$ cat src/hdl/mceo_pkg.sv
// ----------------------------------------------------------------------------
// mceo_pkg - shared constants and helpers for mecanum encoder odometry
// Field widths, fixed-point layout and saturation helper.
// ----------------------------------------------------------------------------
package mceo_pkg;

    // encoder counter width; raw count fields are 16 bits wide
    localparam int CNT_W    = 16;
    localparam int COUNT_W  = 16;
    localparam int WHEELS   = 4;
    localparam int SCALE_W  = 32;
    localparam int INV_W    = 24;
    localparam int SPEED_W  = 32;
    // four saturated speeds summed with signs
    localparam int SUM_W    = SPEED_W + 3;
    // |sum| * inv_half_span < 2^57, wheel products are far narrower
    localparam int ACC_W    = SUM_W + INV_W - 1;
    localparam int CFG_IDX_W = 3;
    localparam int IN_DATA_W  = WHEELS * COUNT_W;
    localparam int OUT_DATA_W = 7 * SPEED_W;

    // rounding points: Q.24 -> Q.16, quarter sum, Q.34 -> Q.16
    localparam int WHEEL_SHIFT = 8;
    localparam int QUART_SHIFT = 2;
    localparam int YAW_SHIFT   = 18;

    localparam logic [SCALE_W-1:0] SCALE_RESET = SCALE_W'(304262);
    localparam logic [INV_W-1:0]   INV_RESET   = INV_W'(319688);

    // register indexes
    localparam logic [CFG_IDX_W-1:0] REG_SCALE_LF = 3'd0;
    localparam logic [CFG_IDX_W-1:0] REG_SCALE_RF = 3'd1;
    localparam logic [CFG_IDX_W-1:0] REG_SCALE_LR = 3'd2;
    localparam logic [CFG_IDX_W-1:0] REG_SCALE_RR = 3'd3;
    localparam logic [CFG_IDX_W-1:0] REG_INV_SPAN = 3'd4;

    // clamp a wide signed value to the 32 bit signed range
    function automatic logic [SPEED_W-1:0] sat32(input logic [ACC_W-1:0] x);
        logic [SPEED_W-1:0] r;
        if (!x[ACC_W-1] && (|x[ACC_W-2:SPEED_W-1]))
            r = {1'b0, {(SPEED_W-1){1'b1}}};
        else if (x[ACC_W-1] && !(&x[ACC_W-2:SPEED_W-1]))
            r = {1'b1, {(SPEED_W-1){1'b0}}};
        else
            r = x[SPEED_W-1:0];
        return r;
    endfunction

endpackage

$ cat src/hdl/mecanum_encoder_odometry.sv
// ----------------------------------------------------------------------------
// mecanum_encoder_odometry - wheel speeds and body velocity from encoders
// Wrap-around count deltas, per-wheel scaling and forward mecanum kinematics
// on one shared bit-serial shift-and-add multiplier.
// ----------------------------------------------------------------------------
// Each input word carries four raw encoder counts; the block returns one word
// with the four Q16.16 wheel speeds and vx, vy, wz. A new word is taken only
// in the idle state, after the last result has moved to the output register.
// All products run on the single bit-serial multiplier: 16 steps per wheel,
// each with a load and a rounding state, and 24 steps for the yaw-rate
// product. The result sits in an output register, so a stalled master side
// holds only the final hand-over, not the computation of the next word.
module mecanum_encoder_odometry
(
    input  logic                               clk,
    input  logic                               rst_n,
    // count_lf, count_rf, count_lr, count_rr (16 bits each, lowest first)
    input  logic [mceo_pkg::IN_DATA_W-1:0]     s_tdata,
    input  logic                               s_tvalid,
    output logic                               s_tready,
    // speed_lf, speed_rf, speed_lr, speed_rr, body_vx, body_vy, body_wz
    output logic [mceo_pkg::OUT_DATA_W-1:0]    m_tdata,
    output logic                               m_tvalid,
    input  logic                               m_tready,
    input  logic                               cfg_we,
    input  logic [mceo_pkg::CFG_IDX_W-1:0]     cfg_index,
    input  logic [mceo_pkg::SCALE_W-1:0]       cfg_wdata
);
    import mceo_pkg::*;

    localparam logic [2:0] S_IDLE = 3'd0;
    localparam logic [2:0] S_LOAD = 3'd1;
    localparam logic [2:0] S_MUL  = 3'd2;
    localparam logic [2:0] S_WRND = 3'd3;
    localparam logic [2:0] S_SUMS = 3'd4;
    localparam logic [2:0] S_ZRND = 3'd5;
    localparam logic [2:0] S_OUT  = 3'd6;

    localparam int CNTR_W = $clog2(INV_W);
    localparam int WHL_W  = $clog2(WHEELS);

    logic [2:0]              state_reg, state_next;
    logic [WHL_W-1:0]        wheel_reg, wheel_next;
    logic [CNTR_W-1:0]       cnt_reg, cnt_next;
    logic                    zphase_reg, zphase_next;
    logic [ACC_W-1:0]        acc_reg, acc_next;
    logic [ACC_W-1:0]        mcand_reg, mcand_next;
    logic [INV_W-1:0]        mplier_reg, mplier_next;
    logic [CNT_W-1:0]        prev_reg  [WHEELS];
    logic [CNT_W-1:0]        prev_next [WHEELS];
    logic [CNT_W-1:0]        delta_reg [WHEELS];
    logic [CNT_W-1:0]        delta_next[WHEELS];
    logic [SPEED_W-1:0]      speed_reg [WHEELS];
    logic [SPEED_W-1:0]      speed_next[WHEELS];
    logic [SPEED_W-1:0]      vx_reg, vx_next;
    logic [SPEED_W-1:0]      vy_reg, vy_next;
    logic [SPEED_W-1:0]      wz_reg, wz_next;
    logic [OUT_DATA_W-1:0]   out_data_reg, out_data_next;
    logic                    out_valid_reg, out_valid_next;
    logic [SCALE_W-1:0]      scale_reg [WHEELS];
    logic [INV_W-1:0]        inv_reg;

    logic                    mul_last;
    logic [ACC_W-1:0]        addend;
    logic [ACC_W-1:0]        rnd;
    logic signed [SUM_W-1:0] sp [WHEELS];
    logic signed [SUM_W-1:0] sx, sy, sw;
    logic signed [ACC_W-1:0] sx_ext, sy_ext;
    logic signed [ACC_W-1:0] rnd_s;

    assign s_tready = (state_reg == S_IDLE);
    assign m_tdata  = out_data_reg;
    assign m_tvalid = out_valid_reg;

    // last multiplier bit; for wheels it is the delta's sign bit
    assign mul_last = zphase_reg ? (cnt_reg == CNTR_W'(INV_W - 1))
                                 : (cnt_reg == CNTR_W'(CNT_W - 1));
    assign addend   = (mul_last && !zphase_reg) ? (~mcand_reg + 1'b1) : mcand_reg;

    always_comb
    begin
        for (int i = 0; i < WHEELS; i++)
        begin
            sp[i] = {{(SUM_W-SPEED_W){speed_reg[i][SPEED_W-1]}}, speed_reg[i]};
        end
        sx = sp[0] + sp[1] + sp[2] + sp[3];
        sy = sp[1] + sp[2] - sp[0] - sp[3];
        sw = sp[1] + sp[3] - sp[0] - sp[2];
        sx_ext = {{(ACC_W-SUM_W){sx[SUM_W-1]}}, sx};
        sy_ext = {{(ACC_W-SUM_W){sy[SUM_W-1]}}, sy};
    end

    always_comb
    begin
        state_next     = state_reg;
        wheel_next     = wheel_reg;
        cnt_next       = cnt_reg;
        zphase_next    = zphase_reg;
        acc_next       = acc_reg;
        mcand_next     = mcand_reg;
        mplier_next    = mplier_reg;
        prev_next      = prev_reg;
        delta_next     = delta_reg;
        speed_next     = speed_reg;
        vx_next        = vx_reg;
        vy_next        = vy_reg;
        wz_next        = wz_reg;
        out_data_next  = out_data_reg;
        out_valid_next = out_valid_reg;
        rnd            = '0;
        rnd_s          = '0;

        if (out_valid_reg && m_tready)
            out_valid_next = 1'b0;

        unique case (state_reg)
            S_IDLE:
            begin
                if (s_tvalid)
                begin
                    for (int i = 0; i < WHEELS; i++)
                    begin
                        prev_next[i]  = s_tdata[i*COUNT_W +: CNT_W];
                        delta_next[i] = s_tdata[i*COUNT_W +: CNT_W] - prev_reg[i];
                    end
                    wheel_next  = '0;
                    zphase_next = 1'b0;
                    state_next  = S_LOAD;
                end
            end
            S_LOAD:
            begin
                mcand_next  = {{(ACC_W-SCALE_W){scale_reg[wheel_reg][SCALE_W-1]}},
                               scale_reg[wheel_reg]};
                mplier_next = INV_W'(delta_reg[wheel_reg]);
                acc_next    = '0;
                cnt_next    = '0;
                state_next  = S_MUL;
            end
            S_MUL:
            begin
                if (mplier_reg[0])
                    acc_next = acc_reg + addend;
                mcand_next  = {mcand_reg[ACC_W-2:0], 1'b0};
                mplier_next = {1'b0, mplier_reg[INV_W-1:1]};
                cnt_next    = cnt_reg + 1'b1;
                if (mul_last)
                    state_next = zphase_reg ? S_ZRND : S_WRND;
            end
            S_WRND:
            begin
                // round to nearest, ties up: add half, arithmetic shift
                rnd   = acc_reg + ACC_W'(1 << (WHEEL_SHIFT - 1));
                rnd_s = $signed(rnd) >>> WHEEL_SHIFT;
                speed_next[wheel_reg] = sat32(rnd_s);
                if (wheel_reg == WHL_W'(WHEELS - 1))
                begin
                    state_next = S_SUMS;
                end
                else
                begin
                    wheel_next = wheel_reg + 1'b1;
                    state_next = S_LOAD;
                end
            end
            S_SUMS:
            begin
                vx_next     = sat32((sx_ext + ACC_W'(1 << (QUART_SHIFT - 1))) >>> QUART_SHIFT);
                vy_next     = sat32((sy_ext + ACC_W'(1 << (QUART_SHIFT - 1))) >>> QUART_SHIFT);
                mcand_next  = {{(ACC_W-SUM_W){sw[SUM_W-1]}}, sw};
                mplier_next = inv_reg;
                acc_next    = '0;
                cnt_next    = '0;
                zphase_next = 1'b1;
                state_next  = S_MUL;
            end
            S_ZRND:
            begin
                rnd        = acc_reg + ACC_W'(1 << (YAW_SHIFT - 1));
                rnd_s      = $signed(rnd) >>> YAW_SHIFT;
                wz_next    = sat32(rnd_s);
                state_next = S_OUT;
            end
            S_OUT:
            begin
                if (!out_valid_reg || m_tready)
                begin
                    out_data_next  = {wz_reg, vy_reg, vx_reg, speed_reg[3],
                                      speed_reg[2], speed_reg[1], speed_reg[0]};
                    out_valid_next = 1'b1;
                    state_next     = S_IDLE;
                end
            end
            default:
            begin
                state_next = S_IDLE;
            end
        endcase
    end

    always_ff @(posedge clk or negedge rst_n)
    begin
        if (!rst_n)
        begin
            state_reg     <= S_IDLE;
            wheel_reg     <= '0;
            cnt_reg       <= '0;
            zphase_reg    <= 1'b0;
            out_valid_reg <= 1'b0;
            inv_reg       <= INV_RESET;
            for (int i = 0; i < WHEELS; i++)
            begin
                prev_reg[i]  <= '0;
                scale_reg[i] <= SCALE_RESET;
            end
        end
        else
        begin
            state_reg     <= state_next;
            wheel_reg     <= wheel_next;
            cnt_reg       <= cnt_next;
            zphase_reg    <= zphase_next;
            out_valid_reg <= out_valid_next;
            prev_reg      <= prev_next;
            if (cfg_we)
            begin
                unique case (cfg_index)
                    REG_SCALE_LF: scale_reg[0] <= cfg_wdata;
                    REG_SCALE_RF: scale_reg[1] <= cfg_wdata;
                    REG_SCALE_LR: scale_reg[2] <= cfg_wdata;
                    REG_SCALE_RR: scale_reg[3] <= cfg_wdata;
                    REG_INV_SPAN: inv_reg      <= cfg_wdata[INV_W-1:0];
                    default:      ;
                endcase
            end
        end
    end

    // datapath, no reset needed
    always_ff @(posedge clk)
    begin
        acc_reg      <= acc_next;
        mcand_reg    <= mcand_next;
        mplier_reg   <= mplier_next;
        delta_reg    <= delta_next;
        speed_reg    <= speed_next;
        vx_reg       <= vx_next;
        vy_reg       <= vy_next;
        wz_reg       <= wz_next;
        out_data_reg <= out_data_next;
    end

endmodule

$ cat config.mk
export PLATFORM = sky130hd
export DESIGN_NAME = mecanum_encoder_odometry
export DESIGN_NICKNAME = d
export VERILOG_FILES = /design/src/hdl/mceo_pkg.sv /design/src/hdl/mecanum_encoder_odometry.sv
export SDC_FILE = /design/constraint.sdc
export NUM_CORES = 2
export LEC_CHECK = 0
export ABC_AREA = 1
export BUFFER_PORTS_ARGS = -buffer_cell sky130_fd_sc_hd__buf_2
export CAP_MARGIN = 30
export CORE_ASPECT_RATIO = 2
export CORE_MARGIN = 4
export CORE_UTILIZATION = 50
export DETAILED_ROUTE_END_ITERATION = 12
export PLACE_DENSITY = 0.67
export REMOVE_ABC_BUFFERS = 1
export SYNTH_ARGS = -nofsm -noshare
export SYNTH_HDL_FRONTEND = slang
export SYNTH_SLANG_ARGS = --single-unit
$ cat constraint.sdc
create_clock -name clk -period 12.2 [get_ports clk]
set_input_delay 1.22 -clock clk [delete_from_list [all_inputs] [get_ports clk]]
set_output_delay 1.22 -clock clk [all_outputs]
set_load 0.02 [all_outputs]
==> Implementation_results.wiki <==
{| class="wikitable"
! Metric !! Value
|-
| Outcome || completed
|-
| Cell breakdown of the critical path || fa_1 -> fa_1 -> ha_1 -> ha_1 -> a21oi_1 -> o21ai_0 -> a21oi_1 -> nor2_1 -> nor2_1 -> nand2_1 -> xor2_1 -> nand2_1 -> nand2_1 -> nand2_1
|-
| Most used DFF post-synth || sky130_fd_sc_hd__edfxtp_1
|-
| Die area || roughly 0.11 sq mm
|-
| Post-route minimum period || 5.35 ns
|-
| Routed length per placed instance || 25.0 um
|-
| Worst Setup End Kind || flop
|-
| Hold WC Path Type || reg2reg
|-
| Final nets || between 6,000 and 7,000
|-
| Syn Area/Cell || between 9 and 10 sq um
|-
| Required time at the worst-slack endpoint || between 10 and 15 ns
|-
| Post-CTS Setup Inserts || 0
|-
| Clock tree from TritonCTS || yes
|-
| Later-pin clock latency in the skew report || 0.72 ns
|-
| Max FO, Critical Path || 31
|-
| Storage element area || 0.0253 sq mm
|-
| Most used cells in the layout excluding fill and tap cells || 1,399 x sky130_fd_sc_hd__nand2_1, 701 x sky130_fd_sc_hd__inv_1, 652 x sky130_fd_sc_hd__edfxtp_1, 509 x sky130_fd_sc_hd__nor2_1, 438 x sky130_fd_sc_hd__o21ai_0
|-
| Io pins || 330
|-
| Most common cell after layout, fill and taps aside || sky130_fd_sc_hd__nand2_1
|-
| Fin. Hold Viols || 0
|-
| Area of combinational cells with multiple inputs || between 0.02 and 0.03 sq mm
|-
| Number of buffers added to fix hold violations after cts || 0
|-
| Total number of vias || 43,500
|-
| Relative slew slack || 0.273
|-
| Root buffer cell || sky130_fd_sc_hd__clkbuf_16
|-
| H-tree levels || 3
|-
| CP max stage delay || around 0.81 ns
|-
| RSZ-0062 raised after global routing || no
|-
| Peak ir drop on the vdd network || 0.210 mV
|-
| Mapped Area || 0.0536 sq mm
|-
| Initial core utilization || 0.504
|-
| Library cell with the largest summed area after synthesis || sky130_fd_sc_hd__edfxtp_1
|-
| Global-route total usage across every layer || 0.332
|-
| Number of max-slew violations in the final report || 0
|-
| Register bit total from synthesis || 880
|-
| # setup viols final || 0
|-
| Gp weighted congestion || 1.06
|-
| Worst Skew || 0.0413 ns
|-
| Leakage power total || 0.0257 uW
|-
| Number of clock buffers inserted by TritonCTS || 81
|-
| Post-route clock period utilization || 0.438
|-
| Top cells by area, synth || sky130_fd_sc_hd__edfxtp_1 36%, sky130_fd_sc_hd__nand2_1 9.8%, sky130_fd_sc_hd__dfrtp_1 9.0%
|-
| Number of maximum-capacitance constraint violations || 0
|-
| Cell area power density || 310 mW/mm^2
|-
| Critical setup path kind || reg2reg
|-
| Fill cell total of the finished layout || 9,582
|-
| Buf+Inv Stages, Crit Path || 0
|-
| Startpoint class of the critical path || flop
|-
| Top cell family by delay on the critical path || adder cells
|-
| Die Ht || 471 um
|-
| Most repeated library cell on the critical path || sky130_fd_sc_hd__nand2_1
|-
| Share of synthesized flip-flops with an asynchronous set or reset || 0.259
|-
| Arrival time reported for the critical path endpoint || 5.80 ns
|-
| First-pass GRT wire length || 276,000 um
|-
| Highest attainable clock frequency || 187 MHz
|-
| Part of the Yosys area used for sequential elements || 0.472
|-
| Grt met3 use || 0.0509
|-
| Core ar. || 0.106 sq mm
|-
| Count of mapped cells out of synthesis || 5,855
|-
| Share of the synthesized area in the top cell type || 0.365
|-
| DRT Pass-1 Iters || 9
|-
| Synth-to-layout area growth || 11.2%
|-
| Clock sinks || 880
|-
| WL final || 190,000 um
|-
| Met1 routing resource usage after global routing || 0.309
|-
| Horizontal die dimension || 240 um
|-
| Post-route DRC violation count || 0
|-
| Number of unique standard cell types used by synthesis || 56
|-
| Clock-pin slew on the worst setup and hold paths || 0.07 ns
|-
| Layout Utilization || 0.561
|-
| Number of port buffers || roughly 330
|-
| Number of buffers on the longest clock path || 3
|-
| Antenna violations before repair || 5
|-
| Final antenna-violating net count || 0
|-
| Largest net degree at the start of global routing || 154
|-
| Worst-Margin Slew || 1.09 ns
|-
| Layout cells sized above 1 || 0.105
|-
| EDFF count, synth || roughly 650
|-
| Number of flip-flops in the largest register || ~220
|-
| DR iter-0 viols || about 3,200
|-
| Number of global-route vias before repair || roughly 44,000
|-
| Global route overflow || 0
|-
| Sum of negative setup slack || 0 ns
|-
| Std cell rows || 169
|-
| Met2 Track Usage GR || 0.613
|-
| Post-cts gate resize count || 0
|-
| Sum of net half-perimeters after detailed placement || 151,000 um
|-
| Ys Warns || 0
|-
| CP max-delay cell || sky130_fd_sc_hd__o21ai_0
|-
| Grt peak-use layer || met2
|-
| Vias/cell || 5.71
|}
[synthesized netlist by cell type, types with 10 or more instances]
cell type,number
sky130_fd_sc_hd__a211oi_1,13
sky130_fd_sc_hd__a21boi_0,10
sky130_fd_sc_hd__a21o_1,17
sky130_fd_sc_hd__a21oi_1,424
sky130_fd_sc_hd__a221o_1,37
sky130_fd_sc_hd__a221oi_1,17
sky130_fd_sc_hd__a31oi_1,17
sky130_fd_sc_hd__buf_2,13
sky130_fd_sc_hd__clkbuf_1,101
sky130_fd_sc_hd__dfrtp_1,193
sky130_fd_sc_hd__dfstp_2,35
sky130_fd_sc_hd__edfxtp_1,652
sky130_fd_sc_hd__fa_1,199
sky130_fd_sc_hd__ha_1,259
sky130_fd_sc_hd__inv_1,704
sky130_fd_sc_hd__nand2_1,1401
sky130_fd_sc_hd__nand2_2,38
sky130_fd_sc_hd__nand3_1,216
sky130_fd_sc_hd__nand3b_1,11
sky130_fd_sc_hd__nand4_1,55
sky130_fd_sc_hd__nor2_1,517
sky130_fd_sc_hd__nor2_2,20
sky130_fd_sc_hd__nor3_1,51
sky130_fd_sc_hd__nor4_1,12
sky130_fd_sc_hd__o211ai_1,18
sky130_fd_sc_hd__o21ai_0,439
sky130_fd_sc_hd__o21bai_1,25
sky130_fd_sc_hd__o31ai_1,14
sky130_fd_sc_hd__or2_2,20
sky130_fd_sc_hd__xnor2_1,50
sky130_fd_sc_hd__xor2_1,188
[final timing paths]
check,from,end,slack [ns],cells after the start
setup / recovery,sp[24],vy_reg[1],6.85,14
setup reg to reg,sp[24],vy_reg[1],6.85,14
min in group asynchronous,rst_n,prev_reg[45],0.45,1
max in group asynchronous,rst_n,scale_reg[26],10.31,2
hold reg to reg,vx_reg[12],m_tdata[140],0.41,0
hold / removal,vx_reg[12],m_tdata[140],0.41,0
[per-stage QoR]
| step | setup slack [ns] | total power [uW] | hold WS (ns) | cell area [sq um] | std cells |
|---|---|---|---|---|---|
| 2_1_floorplan | 0.853 | 11600 | 0.400 | 53000 | 5721 |
| 3_3_place_gp | 7.14 | 15400 | 0.401 | 56800 | 7459 |
| 3_5_place_dp | 7.15 | 15500 | 0.405 | 56900 | 7461 |
| 4_1_cts | 7.14 | 18200 | 0.409 | 59600 | 7610 |
| 5_1_grt | 6.66 | 19600 | 0.416 | 59600 | 7611 |
| 6_report | 6.85 | 18500 | 0.409 | 59600 | 7613 |
[layer usage]
layer | part of all wire | wire [um] | vias to the layer above
li1 | - | - | 20200
met1 | 0.31 | 58600 | 20900
met2 | 0.53 | 99900 | 1790
met3 | 0.053 | 10100 | 696
met4 | 0.11 | 21500 | 4
met5 | 0.00014 | 27 | -
[worst reg2reg max path, cell delays in order, from the launching register on]
cell and delay, ns:
sky130_fd_sc_hd__edfxtp_1 0.47, sky130_fd_sc_hd__fa_1 0.74, sky130_fd_sc_hd__fa_1 0.50, sky130_fd_sc_hd__ha_1 0.34
sky130_fd_sc_hd__ha_1 0.43, sky130_fd_sc_hd__a21oi_1 0.16, sky130_fd_sc_hd__o21ai_0 0.81, sky130_fd_sc_hd__a21oi_1 0.16
sky130_fd_sc_hd__nor2_1 0.14, sky130_fd_sc_hd__nor2_1 0.05, sky130_fd_sc_hd__nand2_1 0.11, sky130_fd_sc_hd__xor2_1 0.22
sky130_fd_sc_hd__nand2_1 0.64, sky130_fd_sc_hd__nand2_1 0.28, sky130_fd_sc_hd__nand2_1 0.07
[cells by family (layout without fill, tap and decap cells)]
logic type / Yosys count / after routing / share of synthesized area
AO/OA/AOI/OAI: 1065 / 1065 / 0.110
XOR/XNOR: 239 / 239 / 0.0392
adder cells (fa/ha/maj): 458 / 458 / 0.135
buffers and inverters: 844 / 1232 / 0.0609
flip-flops: 880 / 880 / 0.472
multiplexers: 5 / 5 / 0.000956
other: 0 / 2 / 0
AND/OR/NAND/NOR: 2364 / 2364 / 0.182
[where the power goes]
part           switching (uW)  total [uW]  leakage [uW]  internal (uW)
clock                    1210        2670       0.00132           1460
sequential                618        5180       0.00876           4560
combinational            7470       10600        0.0156           3140
[final cells by class]
cell class              instances  area share
flip-flops and latches        880       0.425
inverters                     710      0.0447
clock buffers                 101      0.0373
multi-input cells            4131       0.421
well taps                    1368      0.0287
clock inverters                48     0.00860
repair buffers                373      0.0344
diodes                          2   0.0000839
(Power assumes the default switching activity.)
